File: src/rtl/core/assoc_lookup_table_with_stats_assert.svh
// Assertion macros for the associative lookup table.
`ifndef ASSOC_LOOKUP_TABLE_WITH_STATS_ASSERT_SVH
`define ASSOC_LOOKUP_TABLE_WITH_STATS_ASSERT_SVH

// Consequent holds in the same cycle as the antecedent.
`define ALT_ASSERT_NOW(label, ante, cons) \
  label: assert property (@(posedge clk_i) disable iff (!rst_ni) (ante) |-> (cons)) \
    else $error("lookup table assertion failed");

// Consequent holds in the cycle after the antecedent.
`define ALT_ASSERT_NEXT(label, ante, cons) \
  label: assert property (@(posedge clk_i) disable iff (!rst_ni) (ante) |=> (cons)) \
    else $error("lookup table assertion failed");

`endif

File: src/rtl/core/alt_pkg.sv
// Shared types and constants for the associative lookup table.
`timescale 1ns / 1ps
`default_nettype none

package alt_pkg;

  localparam int ENTRIES_DEF       = 256;
  localparam int PAYLOAD_WIDTH_DEF = 32;
  localparam int KEY_W             = 64;
  localparam int DATA_W            = 32;
  localparam int CNT_W             = 32;

  typedef enum logic [1:0] {
    OP_LOOKUP = 2'd0,
    OP_INSERT = 2'd1,
    OP_CLEAR  = 2'd2
  } op_e;

  typedef enum logic [2:0] {
    ST_CLEAR,
    ST_IDLE,
    ST_SCAN,
    ST_DRAIN,
    ST_EVAL,
    ST_RESP
  } state_e;

  typedef struct packed {
    logic [1:0]        opcode;
    logic [KEY_W-1:0]  key;
    logic [DATA_W-1:0] payload_in;
  } req_t;

  typedef struct packed {
    logic              found;
    logic [DATA_W-1:0] payload_out;
    logic [CNT_W-1:0]  hit_count;
    logic [CNT_W-1:0]  miss_count;
  } rsp_t;

  // Memory port enables.
  typedef struct packed {
    logic key_we;
    logic key_re;
    logic pay_we;
    logic pay_re;
  } mem_cmd_t;

  // Compare unit control.
  typedef struct packed {
    logic init;
    logic vld;
  } scan_ctl_t;

  // Compare unit status.
  typedef struct packed {
    logic hit;
    logic empty;
  } scan_sts_t;

  // Counter events.
  typedef struct packed {
    logic hit;
    logic miss;
    logic clr;
  } evt_t;

endpackage

`default_nettype wire

File: src/rtl/core/alt_match.sv
// Shared key compare unit: tracks the first matching and first empty slot.
`timescale 1ns / 1ps
`default_nettype none

module alt_match import alt_pkg::*; #(
  parameter int ENTRIES = ENTRIES_DEF,
  localparam int IdxW   = $clog2(ENTRIES)
) (
  input  wire logic             clk_i,
  input  wire logic             rst_ni,
  input  wire scan_ctl_t        ctl_i,
  input  wire logic [IdxW-1:0]  idx_i,
  input  wire logic [KEY_W-1:0] rkey_i,
  input  wire logic [KEY_W-1:0] key_i,
  output scan_sts_t             sts_o,
  output logic      [IdxW-1:0]  hit_idx_o,
  output logic      [IdxW-1:0]  emp_idx_o
);

  logic            hit_q, hit_d;
  logic            emp_q, emp_d;
  logic [IdxW-1:0] hit_idx_q, hit_idx_d;
  logic [IdxW-1:0] emp_idx_q, emp_idx_d;

  always_comb begin
    hit_d     = hit_q;
    emp_d     = emp_q;
    hit_idx_d = hit_idx_q;
    emp_idx_d = emp_idx_q;
    if (ctl_i.init) begin
      hit_d = 1'b0;
      emp_d = 1'b0;
    end else if (ctl_i.vld) begin
      // keep only the lowest index of each kind
      if (!hit_q && (rkey_i == key_i)) begin
        hit_d     = 1'b1;
        hit_idx_d = idx_i;
      end
      if (!emp_q && (rkey_i == '0)) begin
        emp_d     = 1'b1;
        emp_idx_d = idx_i;
      end
    end
  end

  always_ff @(posedge clk_i or negedge rst_ni) begin
    if (!rst_ni) begin
      hit_q <= 1'b0;
      emp_q <= 1'b0;
    end else begin
      hit_q <= hit_d;
      emp_q <= emp_d;
    end
  end

  always_ff @(posedge clk_i) begin
    hit_idx_q <= hit_idx_d;
    emp_idx_q <= emp_idx_d;
  end

  assign sts_o.hit   = hit_q;
  assign sts_o.empty = emp_q;
  assign hit_idx_o   = hit_idx_q;
  assign emp_idx_o   = emp_idx_q;

endmodule

`default_nettype wire

File: config.mk
export PLATFORM = sky130hd
export DESIGN_NAME = alt_match
export DESIGN_NICKNAME = d
export VERILOG_FILES = /design/src/rtl/core/assoc_lookup_table_with_stats_assert.svh /design/src/rtl/core/alt_pkg.sv /design/src/rtl/core/alt_match.sv
export SDC_FILE = /design/constraint.sdc
export NUM_CORES = 1
export LEC_CHECK = 0
export BUFFER_PORTS_ARGS = -buffer_cell sky130_fd_sc_hd__buf_2
export CAP_MARGIN = 10
export CORE_MARGIN = 4
export CORE_UTILIZATION = 36
export CTS_BUF_LIST = sky130_fd_sc_hd__clkbuf_8
export CTS_CLUSTER_SIZE = 8
export DETAILED_ROUTE_END_ITERATION = 16
export PLACE_DENSITY = 0.92
export RECOVER_POWER = 100
export SLEW_MARGIN = 20
export SYNTH_ARGS = -nofsm -noshare
export SYNTH_HDL_FRONTEND = slang
export SYNTH_SLANG_ARGS = --single-unit
File: constraint.sdc
create_clock -name clk_i -period 2.75 [get_ports clk_i]
set_clock_uncertainty 0.2 [all_clocks]
set_input_delay 0.55 -clock clk_i [delete_from_list [all_inputs] [get_ports clk_i]]
set_output_delay 0.55 -clock clk_i [all_outputs]
set_load 0.05 [all_outputs]
After elaboration in Yosys (flattened, before gate mapping):

Cells that the tools add are included.

* multiplexer cells: 6
* reduce and logical (&&, ||, !) cells: 12
* equal/unequal tests: 1
* bitwise logic cells: 1

Operators by type and width (count)
* == test 64 bit: 1
* zero test 64 bit: 1
* 2-to-1 mux 1 bit: 6
* AND reduction 3 bit: 2
* nonzero test 2 bit: 3
* AND reduction 2 bit: 2
* logical AND 1 bit: 2
* zero test 1 bit: 2
* NOT 1 bit: 1

* input port bits: 140
* word-level logic and storage cells: 24
* flip-flop bits (word level): 18

Logic depth before layout (Yosys ltp):

* depth in word-level cells: 5
* gate-level depth with buffers: 5
* depth with buffers taken out: 5

Worst setup path before layout:

No wires, ideal clock.

* path type: input port to flip-flop
* start: in key_i[60]
* end: reg hit_idx_q[0], in the netlist hit_idx_o[0] (enable)
* arrival time: 2.263 ns
* cell stages on the path: 5
* path buffers: 0
* data required time: 2.167 ns
* path slack: -0.096 ns
* cell sequence: xor2_1 nor4_1 nand4_1 or4_4 nor3_1

* longest elaborated chain between the ends: 3

RTL lines
* from (decl): line alt_match.sv:14 `input wire logic [KEY_W-1:0] key_i,`
* == test 64 bit: line alt_match.sv:35 `if (!hit_q && (rkey_i == key_i)) begin`
* logical AND 1 bit: line alt_match.sv:35
* AND reduction 3 bit (no line)
* to (signal assigned): line alt_match.sv:57 `hit_idx_q <= hit_idx_d;`
* to (decl): line alt_match.sv:22 `logic [IdxW-1:0] hit_idx_q, hit_idx_d;`

Every way passes these cells.
A chain may end at the register's enable or synchronous reset.

Worst setup path in the final report:

* start: in key_i[60]
* end: reg hit_idx_q[2], in the netlist hit_idx_o[2] (enable)

Same word-level chain as after synthesis.

==> results by group <==
Run status
  • Status: completed

Place
  • Dpl ws: 70.3 ps
  • DP Wirelength: 5.77 mm
  • Routability Congestion: 0.903
  • Port Buffer Count: 157

Logic synthesis
  • Top post-synthesis cells by area: edfxtp_1 (32%), xnor2_1 (21%), nor4_1 (8.7%), nor2b_1 (6.6%), xor2_1 (5.8%)
  • Netlist Area Pre-Place: 0.00151 mm2
  • Sequential area share after synthesis: 0.351
  • Ys Warns: 0
  • FF+latch count, synth: 18
  • Average cell area after synthesis: 9.69 um2
  • Post-synth top area cell: edfxtp_1
  • Async set or reset register ratio after synthesis: 0.111
  • Synthesized Nets: 296
  • Dominant synthesized flop cell: edfxtp_1
  • Post-synth top area share: 0.318
  • Synth Instances: 156
  • Post-synth EDFFs: 16
  • Number of distinct library cells after synthesis: 21

Drt
  • Wire per inst: 16.9 um
  • DRC errors left: 0
  • Initial DRT Pass Iterations: 4
  • Total wire length: 6.22 mm
  • Detailed-route via count: 1,851
  • DRT antenna net count: 0
  • DRT iter0 DRCs: 61
  • Via density: 5.03

STA
  • Final hold viol count: 0
  • Setup_tns: 0 ps
  • Min Clock Period, post-route: 2540 ps
  • RSZ-0062 raised after global routing: no
  • Max-slew violations: 0
  • Final period utilization: 0.923
  • Slew of the pin with the lowest slew margin: 614 ps
  • Fmax: 394 MHz
  • Slew headroom: 0.592
  • Final setup vio count: 0
  • WHS: 302 ps
  • PnR worst setup slack: 213 ps

Finish
  • FILL cells: 371
  • Layout cells sized above 1: 0.431
  • Inserted Diodes: 0
  • Synth-to-Final Area Change: 57.6%
  • Final net count: 459
  • Post-layout util: 0.591

Floorplanning
  • FP Rows: 23
  • Die width: 72.8 um
  • Die H: 72.8 um
  • Die Area: 0.00530 mm2
  • Core area: 0.00403 mm2
  • Top Ports: 158
  • Starting Density: 0.375

Critical path
  • CP required: 2490 ps
  • Type of origin of the critical path: input port
  • Setup CP Type: in2reg
  • Crit path DAT: 2280 ps
  • Critical Path End Type: register
  • Worst-path fanout max: 8

Clock network
  • Worst skew pair latency: 250 ps
  • CTS Buffer Depth: 2
  • H-tree depth: 1
  • CTS tree: built
  • Total CTS buffers: 3
  • Post-CTS resize count: 0
  • Clock root buffer: clkbuf_8
  • Worst-path clk slew: 60 ps
  • CTS Sinks: 18

Global route
  • Gr ovfl total: 0
  • Vias in the first global route: 1,998
  • Largest net degree at the start of global routing: 11
  • First-pass GRT wire length: 9.25 mm
  • Total Routing Usage GR: 0.232
  • Initial antenna violation count: 0

Power and ir drop
  • P_leak: 1.03 nW
  • Power Density: 301 mW/mm2
  • Worst vdd rail ir drop: 0.000139 V

Job
  • Maxcap violations: 0

Min path
  • Hold Path Class: in2reg
metrics by stage:
step / cell area [um2] / instances / total power (W)
global placement: 2370 / 363 / 0.000540
floorplan: 1520 / 156 / 0.000394
CTS: 2430 / 368 / 0.000722
detailed placement: 2370 / 363 / 0.000546
finish: 2380 / 368 / 0.000717
global route: 2380 / 368 / 0.000760
timing repair:
item | CTS | global route
hold buffers | 1 | 0
hold endpoints to repair | 2 | 0
buffers inserted | 0 | 0
placed cells by master (no fill, tap or decap), drive strengths merged, types with 2 or more instances in the layout:
cell type  synthesis  final
buf                2    130
xnor2             37     37
clkbuf             0     32
nor4              21     21
nor2b             16     16
edfxtp            16     16
inv               14     14
nand4             13     13
xor2              10     10
o22ai              5      5
a2111o             4      4
nand3              3      3
nor3               3      3
nor2               2      2
a2111oi            2      2
dfrtp              2      2
synthesized netlist by cell type (2+ instances only):
master and count:
xnor2_1 37, nor4_1 21, edfxtp_1 16, nor2b_1 16
inv_1 14, nand4_1 13, xor2_1 10, o22ai_1 5
a2111o_1 4, nand3_1 3, nor3_1 3, a2111oi_0 2
buf_4 2, dfrtp_1 2, nor2_1 2
layer usage:
metal / part of all wire / global-route usage
met5: 0 / 0
met4: 0.014 / 0.0615
met3: 0.11 / 0.0565
met2: 0.50 / 0.416
met1: 0.38 / 0.275
report_power, final:
part	total (W)	internal (W)	switching, W	leakage [nW]
clock network	0.000176	0.0000989	0.0000775	0.0231
registers	0.000298	0.000298	0.0000000000000000000310	0.172
logic	0.000243	0.000133	0.000110	0.839
total	0.000717	0.000529	0.000187	1.03
sequential cells by signal (all words and copies together) (netlist names):
register / cells
emp_q: 1
hit_q: 1
hit_idx_o: 8
emp_idx_o: 8
cells by family after synthesis:
kind of cell    Yosys count  share of synthesized area
compound gates           15                     0.0869
xor+xnor                 47                      0.272
buf+inv                  16                     0.0447
flops                    18                      0.351
simple gates             60                      0.245
worst paths after layout:
kind	end	slack, ps	cells after the start	from
max reg2reg	hit_idx_o[2]	430	5	hit_q
max	hit_idx_o[2]	210	7	key_i[60]
max in group asynchronous	emp_q	1760	2	rst_ni
min in group asynchronous	hit_q	430	2	rst_ni
min reg2reg	emp_q	350	1	emp_q
min	hit_idx_o[4]	300	1	idx_i[4]
layout make-up:
| cell class | count | area, um2 | share of cell area |
|---|---|---|---|
| flip-flops and latches | 18 | 531 | 0.223 |
| repair buffers | 160 | 771 | 0.324 |
| well taps | 50 | 62.6 | 0.0263 |
| clock inverters | 1 | 3.75 | 0.00158 |
| clock buffers | 3 | 41.3 | 0.0173 |
| multi-input cells | 122 | 921 | 0.387 |
| inverters | 14 | 52.6 | 0.0221 |
critical path, cell delays in order:
cell      delay, ps
buf_2           100
xor2_1          160
nor4_1          280
nand4_1         120
or4_1           620
nor3_2          200
clkbuf_2        240
Note: power is estimated with default switching activity, not from simulation.
