`src/rtl/core/assoc_lookup_table_with_stats_assert.svh`:
```
// Assertion macros for the associative lookup table.
`ifndef ASSOC_LOOKUP_TABLE_WITH_STATS_ASSERT_SVH
`define ASSOC_LOOKUP_TABLE_WITH_STATS_ASSERT_SVH

// Consequent holds in the same cycle as the antecedent.
`define ALT_ASSERT_NOW(label, ante, cons) \
  label: assert property (@(posedge clk_i) disable iff (!rst_ni) (ante) |-> (cons)) \
    else $error("lookup table assertion failed");

// Consequent holds in the cycle after the antecedent.
`define ALT_ASSERT_NEXT(label, ante, cons) \
  label: assert property (@(posedge clk_i) disable iff (!rst_ni) (ante) |=> (cons)) \
    else $error("lookup table assertion failed");

`endif

```
`src/rtl/core/alt_pkg.sv`:
```
// Shared types and constants for the associative lookup table.
`timescale 1ns / 1ps
`default_nettype none

package alt_pkg;

  localparam int ENTRIES_DEF       = 256;
  localparam int PAYLOAD_WIDTH_DEF = 32;
  localparam int KEY_W             = 64;
  localparam int DATA_W            = 32;
  localparam int CNT_W             = 32;

  typedef enum logic [1:0] {
    OP_LOOKUP = 2'd0,
    OP_INSERT = 2'd1,
    OP_CLEAR  = 2'd2
  } op_e;

  typedef enum logic [2:0] {
    ST_CLEAR,
    ST_IDLE,
    ST_SCAN,
    ST_DRAIN,
    ST_EVAL,
    ST_RESP
  } state_e;

  typedef struct packed {
    logic [1:0]        opcode;
    logic [KEY_W-1:0]  key;
    logic [DATA_W-1:0] payload_in;
  } req_t;

  typedef struct packed {
    logic              found;
    logic [DATA_W-1:0] payload_out;
    logic [CNT_W-1:0]  hit_count;
    logic [CNT_W-1:0]  miss_count;
  } rsp_t;

  // Memory port enables.
  typedef struct packed {
    logic key_we;
    logic key_re;
    logic pay_we;
    logic pay_re;
  } mem_cmd_t;

  // Compare unit control.
  typedef struct packed {
    logic init;
    logic vld;
  } scan_ctl_t;

  // Compare unit status.
  typedef struct packed {
    logic hit;
    logic empty;
  } scan_sts_t;

  // Counter events.
  typedef struct packed {
    logic hit;
    logic miss;
    logic clr;
  } evt_t;

endpackage

`default_nettype wire

```
`src/rtl/core/alt_seq.sv`:
```
// Sequencer: clearing sweep, key scan, slot choice and result timing.
`timescale 1ns / 1ps
`default_nettype none

module alt_seq import alt_pkg::*; #(
  parameter int ENTRIES       = ENTRIES_DEF,
  parameter int PAYLOAD_WIDTH = PAYLOAD_WIDTH_DEF,
  localparam int IdxW         = $clog2(ENTRIES)
) (
  input  wire logic                     clk_i,
  input  wire logic                     rst_ni,
  input  wire logic                     start_i,
  input  wire req_t                     req_i,
  output logic                          busy_o,
  output logic                          done_o,
  output logic                          found_o,
  output evt_t                          evt_o,
  output mem_cmd_t                      mem_o,
  output logic      [IdxW-1:0]          waddr_o,
  output logic      [KEY_W-1:0]         kwdata_o,
  output logic      [PAYLOAD_WIDTH-1:0] pwdata_o,
  output logic      [IdxW-1:0]          kraddr_o,
  output logic      [KEY_W-1:0]         key_o,
  output scan_ctl_t                     ctl_o,
  output logic      [IdxW-1:0]          idx_o,
  input  wire scan_sts_t                sts_i,
  input  wire logic [IdxW-1:0]          hit_idx_i,
  input  wire logic [IdxW-1:0]          emp_idx_i
);

  localparam logic [IdxW-1:0] Last = IdxW'(ENTRIES - 1);

  state_e            state_q, state_d;
  logic [IdxW-1:0]   cnt_q, cnt_d;
  logic              rd_vld_q, rd_vld_d;
  logic [IdxW-1:0]   rd_idx_q, rd_idx_d;
  logic              clr_rsp_q, clr_rsp_d;
  logic              found_q, found_d;
  logic [1:0]        op_q;
  logic [KEY_W-1:0]  key_q;
  logic [DATA_W-1:0] pay_q;
  logic              accept;
  logic              scan_op;
  logic [63:0]       pay_ext;

  assign accept  = start_i && (state_q == ST_IDLE);
  assign scan_op = ((req_i.opcode == OP_LOOKUP) || (req_i.opcode == OP_INSERT)) &&
                   (req_i.key != '0);

  // next state
  always_comb begin
    state_d = state_q;
    case (state_q)
      ST_CLEAR: begin
        if (cnt_q == Last) begin
          state_d = clr_rsp_q ? ST_RESP : ST_IDLE;
        end
      end
      ST_IDLE: begin
        if (start_i) begin
          if (scan_op) begin
            state_d = ST_SCAN;
          end else if (req_i.opcode == OP_CLEAR) begin
            state_d = ST_CLEAR;
          end else begin
            state_d = ST_RESP;
          end
        end
      end
      ST_SCAN: begin
        if (cnt_q == Last) begin
          state_d = ST_DRAIN;
        end
      end
      ST_DRAIN: state_d = ST_EVAL;
      ST_EVAL:  state_d = ST_RESP;
      ST_RESP:  state_d = ST_IDLE;
      default:  state_d = ST_IDLE;
    endcase
  end

  // outputs and datapath control
  always_comb begin
    cnt_d     = cnt_q;
    rd_vld_d  = 1'b0;
    rd_idx_d  = rd_idx_q;
    clr_rsp_d = clr_rsp_q;
    found_d   = found_q;
    mem_o     = '0;
    evt_o     = '0;
    waddr_o   = cnt_q;
    busy_o    = 1'b1;
    done_o    = 1'b0;
    case (state_q)
      ST_CLEAR: begin
        mem_o.key_we = 1'b1;
        cnt_d        = cnt_q + 1'b1;
      end
      ST_IDLE: begin
        busy_o = 1'b0;
        cnt_d  = '0;
        if (start_i) begin
          clr_rsp_d = (req_i.opcode == OP_CLEAR);
          found_d   = 1'b0;
          evt_o.clr = (req_i.opcode == OP_CLEAR);
        end
      end
      ST_SCAN: begin
        mem_o.key_re = 1'b1;
        rd_vld_d     = 1'b1;
        rd_idx_d     = cnt_q;
        cnt_d        = cnt_q + 1'b1;
      end
      ST_DRAIN: begin
        // last read data is compared this cycle
      end
      ST_EVAL: begin
        if (op_q == OP_LOOKUP) begin
          if (sts_i.hit) begin
            mem_o.pay_re = 1'b1;
            evt_o.hit    = 1'b1;
            found_d      = 1'b1;
          end else begin
            evt_o.miss = 1'b1;
          end
        end else begin
          // update the match, else take the first empty slot, else slot 0
          mem_o.key_we = 1'b1;
          mem_o.pay_we = 1'b1;
          if (sts_i.hit) begin
            waddr_o = hit_idx_i;
          end else if (sts_i.empty) begin
            waddr_o = emp_idx_i;
          end else begin
            waddr_o = '0;
          end
        end
      end
      ST_RESP: begin
        done_o = 1'b1;
      end
      default: begin
        busy_o = 1'b1;
      end
    endcase
  end

  always_ff @(posedge clk_i or negedge rst_ni) begin
    if (!rst_ni) begin
      state_q   <= ST_CLEAR;
      cnt_q     <= '0;
      rd_vld_q  <= 1'b0;
      clr_rsp_q <= 1'b0;
      found_q   <= 1'b0;
    end else begin
      state_q   <= state_d;
      cnt_q     <= cnt_d;
      rd_vld_q  <= rd_vld_d;
      clr_rsp_q <= clr_rsp_d;
      found_q   <= found_d;
    end
  end

  always_ff @(posedge clk_i) begin
    rd_idx_q <= rd_idx_d;
    if (accept) begin
      op_q  <= req_i.opcode;
      key_q <= req_i.key;
      pay_q <= req_i.payload_in;
    end
  end

  assign pay_ext   = 64'(pay_q);
  assign pwdata_o  = pay_ext[PAYLOAD_WIDTH-1:0];
  assign kwdata_o  = (state_q == ST_CLEAR) ? '0 : key_q;
  assign kraddr_o  = cnt_q;
  assign key_o     = key_q;
  assign ctl_o.init = accept;
  assign ctl_o.vld  = rd_vld_q;
  assign idx_o     = rd_idx_q;
  assign found_o   = found_q;

endmodule

`default_nettype wire

```
`config.mk`:
```
export PLATFORM = sky130hd
export DESIGN_NAME = alt_seq
export DESIGN_NICKNAME = d
export VERILOG_FILES = /design/src/rtl/core/assoc_lookup_table_with_stats_assert.svh /design/src/rtl/core/alt_pkg.sv /design/src/rtl/core/alt_seq.sv
export SDC_FILE = /design/constraint.sdc
export NUM_CORES = 1
export LEC_CHECK = 0
export BUFFER_PORTS_ARGS = -buffer_cell sky130_fd_sc_hd__buf_4
export CAP_MARGIN = 20
export CORE_AREA = 2 2 122 124
export DETAILED_ROUTE_END_ITERATION = 10
export DIE_AREA = 0 0 124 126
export GPL_TIMING_DRIVEN = 0
export PLACE_DENSITY = 0.74
export SYNTH_ARGS = -nofsm -noshare
export SYNTH_HDL_FRONTEND = slang
export SYNTH_SLANG_ARGS = --single-unit
export TNS_END_PERCENT = 1
```
`constraint.sdc`:
```
create_clock -name clk_i -period 15.6 [get_ports clk_i]
set_clock_uncertainty 0.15 [all_clocks]
set_input_delay 4.68 -clock clk_i [delete_from_list [all_inputs] [get_ports clk_i]]
set_output_delay 4.68 -clock clk_i [all_outputs]
set_load 0.01 [all_outputs]
```
# After elaboration in Yosys (flattened, before gate mapping)
# Cells that the tools add are included.
# Widths: inputs -> output; s select.
[classes] mux=30 eq_ne=13 add_sub_neg=1 n_reduce_logical=13
[op_table] operator="$mux 64" count=1
[op_table] operator="$reduce_bool 64->1" count=1
[op_table] operator="$mux 8" count=4
[op_table] operator="$mux 3" count=6
[op_table] operator="$pmux 8 s2" count=1
[op_table] operator="$pmux 3 s5" count=1
[op_table] operator="$mux 1" count=12
[op_table] operator="$ne 2x2->1 const B" count=5
[op_table] operator="$add 8x1->8 const B" count=1
[op_table] operator="$eq 8x8->1 const B" count=1
[op_table] operator="$eq 3x2->1 const B" count=2
[op_table] operator="$eq 3x3->1 const B" count=2
[op_table] operator="$mux 2" count=3
[op_table] operator="$logic_not 2->1" count=2
[op_table] operator="$pmux 1 s2" count=2
[op_table] operator="$reduce_and 4->1" count=1
[op_table] operator="$reduce_bool 2->1" count=2
[op_table] operator="$eq 3x1->1 const B" count=1
[op_table] operator="$logic_not 3->1" count=1
[op_table] operator="$reduce_and 3->1" count=1
[op_table] operator="$eq 2x1->1 const B" count=1
[op_table] operator="$eq 2x2->1 const B" count=1
[op_table] operator="$logic_and 1x1->1" count=2
[op_table] operator="$reduce_and 2->1" count=1
[op_table] operator="2 further kinds" count=2
[word_totals] wordCells=66 out_inout_bits=196 in_bits=119 regBits=120

# Longest topological paths before layout
# Gate-level depths: netlist of run 1.
[logic_depth] ltp_word=6 ltp_mapped=6 depth_no_buf=5

# Least setup slack after synthesis of run 1
# No wires, ideal clock.
[synth_path] kind="input -> output" startpoint="input start_i" endpoint="output ctl_o[1] in the netlist's numbering" t_arrival_ps=7077 required_time_ps=10770 path_slack_ps=3693 path_buffers=1 cell_stages=3 cell_sequence="nand2_1 > inv_1 > buf_4"
[synth_via] elab_chain_len=1
[synth_lines] element="from (decl)" line_no="alt_seq.sv:12" rtl="input wire logic start_i,"
[synth_lines] element="$logic_and 1x1->1" line_no="alt_seq.sv:46" rtl="assign accept = start_i && (state_q == ST_IDLE);"
[synth_lines] element="to (decl)" line_no="alt_seq.sv:24" rtl="output scan_ctl_t ctl_o,"
# Every way passes these cells.

# Worst setup path in the final report of run 1
# Ends and elaborated chain as after synthesis.

==> results of run 1 <==
[worst max-delay path: stages]
cell and delay (ps):
buf_4 90, nand2_1 150, inv_4 400, buf_16 330, buf_4 170, buf_4 110
[metal layers]
| metal | routed length (µm) | global-route usage, % |
|---|---|---|
| met1 | 5790 | 22.2 |
| met4 | 253 | 6.21 |
| met5 | 0 | 0 |
| met2 | 7670 | 31.2 |
| met3 | 1360 | 8.02 |
[stage by stage]
stage / utilization (%) / instances / instance area [µm²] / worst slack, ps
3_5_place_dp: 51.4 / 818 / 7350 / 4770
5_1_grt: 55.1 / 850 / 7890 / 4670
6_report: 55.1 / 850 / 7890 / 4780
2_1_floorplan: - / 319 / 4740 / 3690
3_3_place_gp: 51.2 / 817 / 7320 / 2710
4_1_cts: 55.1 / 850 / 7890 / 4760
[how the worst max path moves through the flow]
stage / from / endpoint / slack, ps / cells past startpoint
3_5_place_dp: start_i / ctl_o[1] / 4770 / 6
6_report: start_i / ctl_o[1] / 4780 / 6
2_1_floorplan: start_i / ctl_o[1] / 3690 / 3
5_1_grt: start_i / ctl_o[1] / 4670 / 6
4_1_cts: start_i / ctl_o[1] / 4760 / 6
3_3_place_gp: start_i / ctl_o[1] / 2710 / 5
[placed cells by master (no fill, tap or decap), drive strengths merged, types with 2 or more instances in the layout]
cell type	synthesis	final
o21bai	2	2
nand4	6	6
o31ai	2	2
and2	2	2
or3b	2	2
clkinv	0	7
clkbuf	9	27
nand2b	2	2
nor2	20	20
nand3	2	2
nor3b	2	2
dfrtp	14	14
inv	2	3
a22oi	7	7
nor3	5	5
o22ai	2	2
edfxtp	106	106
nor4	17	17
nand2	11	11
nor2b	65	65
buf	7	322
o21ai	10	10
a21o	3	3
a21oi	11	11
clkinvlp	0	5
[power by group through the flow]
stage                     Combinational (mW)  Clock (mW)  Sequential (mW)
after global placement                 0.503           0            0.470
final                                  0.510       0.356            0.458
after CTS                              0.518       0.362            0.458
after floorplan                        0.205           0            0.483
after global routing                   0.553       0.376            0.464
after detailed placement               0.516           0            0.463
[cell type report]
cell class                 count  area, µm²  area share (%)
clock buffer                  18        429            5.44
buffer                        16       87.6            1.11
clock inverter                14        109            1.38
tap                          184        230            2.92
inverter                       2       10.0           0.127
multi-input combinational    181       1110            14.0
sequential                   120       3530            44.8
timing repair buffer         315       2380            30.2
[state kept, by name, summed over array words and instances (netlist names)]
| name | flops |
|---|---|
| key_o | 64 |
| idx_o | 8 |
| pwdata_o | 32 |
| found_o | 1 |
| kraddr_o | 8 |
| state_q | 3 |
| op_q | 2 |
| clr_rsp_q | 1 |
| rd_vld_q | 1 |
[logic make-up after synthesis]
| family | Yosys count | share of synthesized area [%] |
|---|---|---|
| AOI/OAI and AO/OA | 40 | 5.28 |
| buffers and inverters | 18 | 2.01 |
| DFF | 120 | 74.6 |
| adders and majority gates | 1 | 0.264 |
| and+or+nand+nor | 139 | 17.6 |
| xor gates and xnor gates | 1 | 0.185 |
==> results.yml, run 1 <==
run_status:
  status: "complete, no violations"
worst_setup_path:
  critPathMaxFanout: 68
  r2r_end: "key_o[5]$_DFFE_PP_"
  reg2reg_from: "state_q[0]$_DFFE_PN0P_"
  reg2reg_slack_ps: 13180
  r2r_cells: 5
  crit_type: "in2out"
  crit_required_ps: 10770
  end_kind: "output pin"
  arrival_ps: 5990
  start_kind: "primary input"
placement:
  place_congestion: 0.890
  hpwl_mm: 11.7
  portBuffers: 314
floorplan:
  core_um2: 14300
  num_rows: 44
  start_util_pct: 33.1
  dieArea_um2: 15600
  die_w_um: 124
  io_pins: 315
  die_h_um: 126
logic_synthesis:
  netlist_area_um2: 4740
  synth_flop_cell: "edfxtp_1"
  yosysTopAreaCell: "edfxtp_1"
  post_synth.cell_area_avg_um2: 14.8
  synth_nets: 439
  yosysSeqAreaShare_pct: 74.6
  synth.most_common_cell: "edfxtp_1"
  synth_area_leaders: "edfxtp_1, nor2b_1, dfrtp_1"
  synth_cells: 319
  synth.top_cells.by_count: "edfxtp_1, nor2b_1, nor2_1"
  synthDistinctLibCells: 39
  synth_edf_count: 106
  synth_top_area_share_pct: 67.2
  synthArstFlopShare_pct: 11.7
  yosysWarnings: 0
  synth-seq-cells: 120
layout:
  nFillCells: 1207
  diodes: 0
  finalNetCount: 773
  areaGrowthSynthToFinish_pct: 66.6
  drive_above_1_share_pct: 54.1
routing:
  routed_wl_mm: 15.1
  drt_first_iter_violations: 207
  remaining_drc_errors: 0
  dr.pass1.iters: 4
  wire_per_inst_um: 17.7
  via_per_inst: 4.71
  postRouteAntennaNets: 0
  num_vias: 4002
pwr:
  pwr-share-comb_pct: 38.5
  p_leak_nw: 3.38
  switching_share_pct: 33.5
  p_seq_share_pct: 34.6
  total_power_mw: 1.32
  p_switching_mw: 0.444
  p_int_mw: 0.880
  clockPowerShare_pct: 26.9
  power.density_nw_per_um2: 168
  ir_drop_mv: 0.0847
clock_network:
  ctsResizeCount: 0
  clock_sinks: 120
  cts_max_level: 4
  cts.clk_slew.worst_paths_ps: 50
  cts_made_buffers: 17
  ctsHoldBuffers: 0
  cts_tree: "done"
  cts_buffer_depth: 2
  cts_setup_buffers: 0
  clock_tree.root_cell: "clkbuf_16"
  insertion_delay_ps: 410
flow_run:
  maxCapViolations: 0
timing:
  clock.fmax_ghz: 0.0924
  final-hold-violation-count: 0
  worst_hold_slack_ps: 335
  fin_crit_ps: 10820
  finalSetupTns_ps: 0
  drv_slew: 0
  setup_viol: 0
  tightest_slew_ps: 960
  fin_crit_sh_pct: 69.4
  rsz0062_at_grt: "false"
  relSlewSlack_pct: 35.7
global_route:
  grt_pass1_vias: 3960
  grt_max_degree: 69
  grt_pass1_wl_mm: 21.5
  grt_usage_pct: 18.9
  antenna_found_initial: 0
  overflow: 0
hold_path:
  hold_path_end: "found_o$_DFFE_PN0P_"
  min_from: "found_o$_DFFE_PN0P_"
  hp-class: "reg2reg"
  min_path_cells: 1
(Power assumes the default switching activity.)
==> run 2: changes to the inputs <==
--- a/config.mk
+++ b/config.mk
@@ -5,13 +5,14 @@
 export SDC_FILE = /design/constraint.sdc
 export NUM_CORES = 1
 export LEC_CHECK = 0
+export ABC_AREA = 1
 export BUFFER_PORTS_ARGS = -buffer_cell sky130_fd_sc_hd__buf_4
 export CAP_MARGIN = 20
-export CORE_AREA = 2 2 122 124
+export CORE_AREA = 2 2 121 123
 export DETAILED_ROUTE_END_ITERATION = 10
-export DIE_AREA = 0 0 124 126
+export DIE_AREA = 0 0 123 125
 export GPL_TIMING_DRIVEN = 0
-export PLACE_DENSITY = 0.74
+export PLACE_DENSITY = 0.77
 export SYNTH_ARGS = -nofsm -noshare
 export SYNTH_HDL_FRONTEND = slang
 export SYNTH_SLANG_ARGS = --single-unit
==> constraint.sdc (replaced) <==
create_clock -name clk_i -period 10.3 [get_ports clk_i]
set_clock_uncertainty 0.15 [all_clocks]
set_input_delay 3.09 -clock clk_i [delete_from_list [all_inputs] [get_ports clk_i]]
set_output_delay 3.09 -clock clk_i [all_outputs]
set_load 0.01 [all_outputs]
==> results.yml, run 2 <==
run_status:
  status: "complete, no violations"
global_route:
  overflow: 0
  antenna_found_initial: 0
  grt_usage_pct: 19.3
  grt_pass1_vias: 4163
  grt_pass1_wl_mm: 22.0
  grt_max_degree: 75
timing:
  drv_slew: 0
  finalSetupTns_ps: 0
  final-hold-violation-count: 0
  setup_viol: 0
  tightest_slew_ps: 409
  clock.fmax_ghz: 0.133
  fin_crit_sh_pct: 73.2
  rsz0062_at_grt: "false"
  fin_crit_ps: 7540
  relSlewSlack_pct: 72.8
pwr:
  p_leak_nw: 3.89
  switching_share_pct: 33.3
  p_int_mw: 1.37
  ir_drop_mv: 0.161
  power.density_nw_per_um2: 251
  p_seq_share_pct: 34.1
  p_switching_mw: 0.684
  clockPowerShare_pct: 29.1
  total_power_mw: 2.06
  pwr-share-comb_pct: 36.8
logic_synthesis:
  post_synth.cell_area_avg_um2: 11.1
  synth_top_area_share_pct: 64.0
  netlist_area_um2: 4970
  synth.top_cells.by_count: "nor2_1, edfxtp_1, inv_1"
  synth_nets: 568
  synth_flop_cell: "edfxtp_1"
  synth_edf_count: 106
  synthArstFlopShare_pct: 11.7
  synth.most_common_cell: "nor2_1"
  synth_cells: 448
  yosysSeqAreaShare_pct: 71.0
  synth_area_leaders: "edfxtp_1, nor2_1, dfrtp_1"
  synth-seq-cells: 120
  yosysWarnings: 0
  yosysTopAreaCell: "edfxtp_1"
  synthDistinctLibCells: 35
routing:
  dr.pass1.iters: 4
  routed_wl_mm: 15.1
  num_vias: 4313
  drt_first_iter_violations: 172
  remaining_drc_errors: 0
  wire_per_inst_um: 15.5
  postRouteAntennaNets: 0
  via_per_inst: 4.41
floorplan:
  io_pins: 315
  start_util_pct: 35.0
  die_w_um: 123
  die_h_um: 125
  core_um2: 14200
  dieArea_um2: 15400
  num_rows: 44
worst_setup_path:
  end_kind: "output pin"
  crit_top_cell: "buf_4"
  crit_chain: "buf_4, nand2_1, inv_4, buf_16, buf_4, buf_4"
  path_buf_inv: 5
  crit_type: "in2out"
  crit_slowest_cell: "buf_16"
  cp_top_family: "buffers and inverters"
  worst-path-stages: 6
  r2r_cells: 7
  arrival_ps: 4300
  slowest_delay_ps: 330
  critPathMaxFanout: 74
  crit_required_ps: 7060
  start_kind: "primary input"
clock_network:
  ctsHoldBuffers: 0
  cts_max_level: 4
  clock_tree.root_cell: "clkbuf_16"
  cts.clk_slew.worst_paths_ps: 60
  ctsResizeCount: 0
  cts_setup_buffers: 0
  cts_buffer_depth: 2
  clock_sinks: 120
  cts_tree: "done"
  insertion_delay_ps: 400
  cts_made_buffers: 17
placement:
  placed_cell_area_um2: 7580
  hpwl_mm: 11.9
  portBuffers: 312
  dp.cells: 945
  place_congestion: 0.842
hold_path:
  min_path_cells: 2
  hp-class: "reg2reg"
layout:
  final_design_area_no_fill_um2: 8180
  layout_commonest_cell: "buf_4"
  drive_above_1_share_pct: 46.9
  final_cell_mix: "buf_4, nor2_1, edfxtp_1"
  finalNetCount: 900
  final_core_util_pct: 57.6
  diodes: 0
  areaGrowthSynthToFinish_pct: 64.4
  final_cells: 977
  largest_reg_flops: 64
flow_run:
  maxCapViolations: 0
[run 2: changes by cell type in the layout (fill, tap and decap cells not counted), moves of 5 or more]
| cell | before | now |
|---|---|---|
| inv_2 | 0 | 5 |
| nor4_1 | 16 | 0 |
| nor2b_1 | 65 | 0 |
| a22oi_1 | 7 | 2 |
| a211oi_1 | 1 | 6 |
| buf_2 | 1 | 7 |
| nand4_1 | 6 | 1 |
| clkinv_2 | 5 | 0 |
| nor2_1 | 19 | 123 |
| nand2_1 | 11 | 47 |
| clkbuf_1 | 10 | 1 |
| o21ai_0 | 0 | 7 |
| o21ai_1 | 10 | 1 |
| inv_1 | 1 | 82 |
[run 2: per-layer routing]
layer / global-route usage [%] / up-vias / routed length [µm]
met5: 0 / - / 0
met1: 21.9 / 1981 / 5850
li1: - / 2104 / -
met4: 7.29 / 0 / 308
met2: 33.9 / 207 / 7810
met3: 5.89 / 21 / 1130
[run 2: final timing paths]
check | from | to | slack, ps
setup / recovery | start_i | ctl_o[1] | 2760
hold / removal | clr_rsp_q$_DFFE_PN0P_ | clr_rsp_q$_DFFE_PN0P_ | 350
setup reg to reg | state_q[0]$_DFFE_PN0P_ | pwdata_o[29]$_DFFE_PP_ | 8020
hold reg to reg | clr_rsp_q$_DFFE_PN0P_ | clr_rsp_q$_DFFE_PN0P_ | 350
max in group asynchronous | rst_ni | state_q[0]$_DFFE_PN0P_ | 7440
min in group asynchronous | rst_ni | kraddr_o[1]$_DFFE_PN0P_ | 2380
[run 2: area by class of cell]
cell class / instances / area [µm²]
inverter: 88 / 333
clock inverter: 15 / 175
sequential: 120 / 3530
buffer: 14 / 83.8
clock buffer: 17 / 425
fill: 1206 / 6030
tap: 184 / 230
timing repair buffer: 313 / 2370
multi-input combinational: 226 / 1030
[run 2: power by group through the flow]
stage | registers [mW] | logic (mW) | clock network, mW
after floorplan | 0.748 | 0.301 | 0
final | 0.702 | 0.757 | 0.598
after CTS | 0.702 | 0.768 | 0.607
after global routing | 0.711 | 0.822 | 0.630
after detailed placement | 0.711 | 0.765 | 0
after global placement | 0.719 | 0.748 | 0
[run 2: cell families after synthesis]
kind of cell             after synthesis  synth area share [%]
flip-flops                           120                  71.0
XOR/XNOR                               2                 0.352
AO/OA/AOI/OAI                         35                  4.30
multiplexers                           1                 0.226
adder cells (fa/ha/maj)                1                 0.251
buffers and inverters                102                  8.32
AND/OR/NAND/NOR                      187                  15.5
[run 2: worst reg2reg max path, delay by kind of cell (launching register included)]
kind	cells	cell delay [ps]
flops	1	370
buf+inv	4	840
simple gates	3	490
[run 2: per-stage QoR]
stage / hold WS [ps] / worst slack, ps
floorplan: 298 / 1590
global placement: 322 / 555
detailed placement: 333 / 2750
CTS: 346 / 2750
global route: 356 / 2690
finish: 347 / 2760
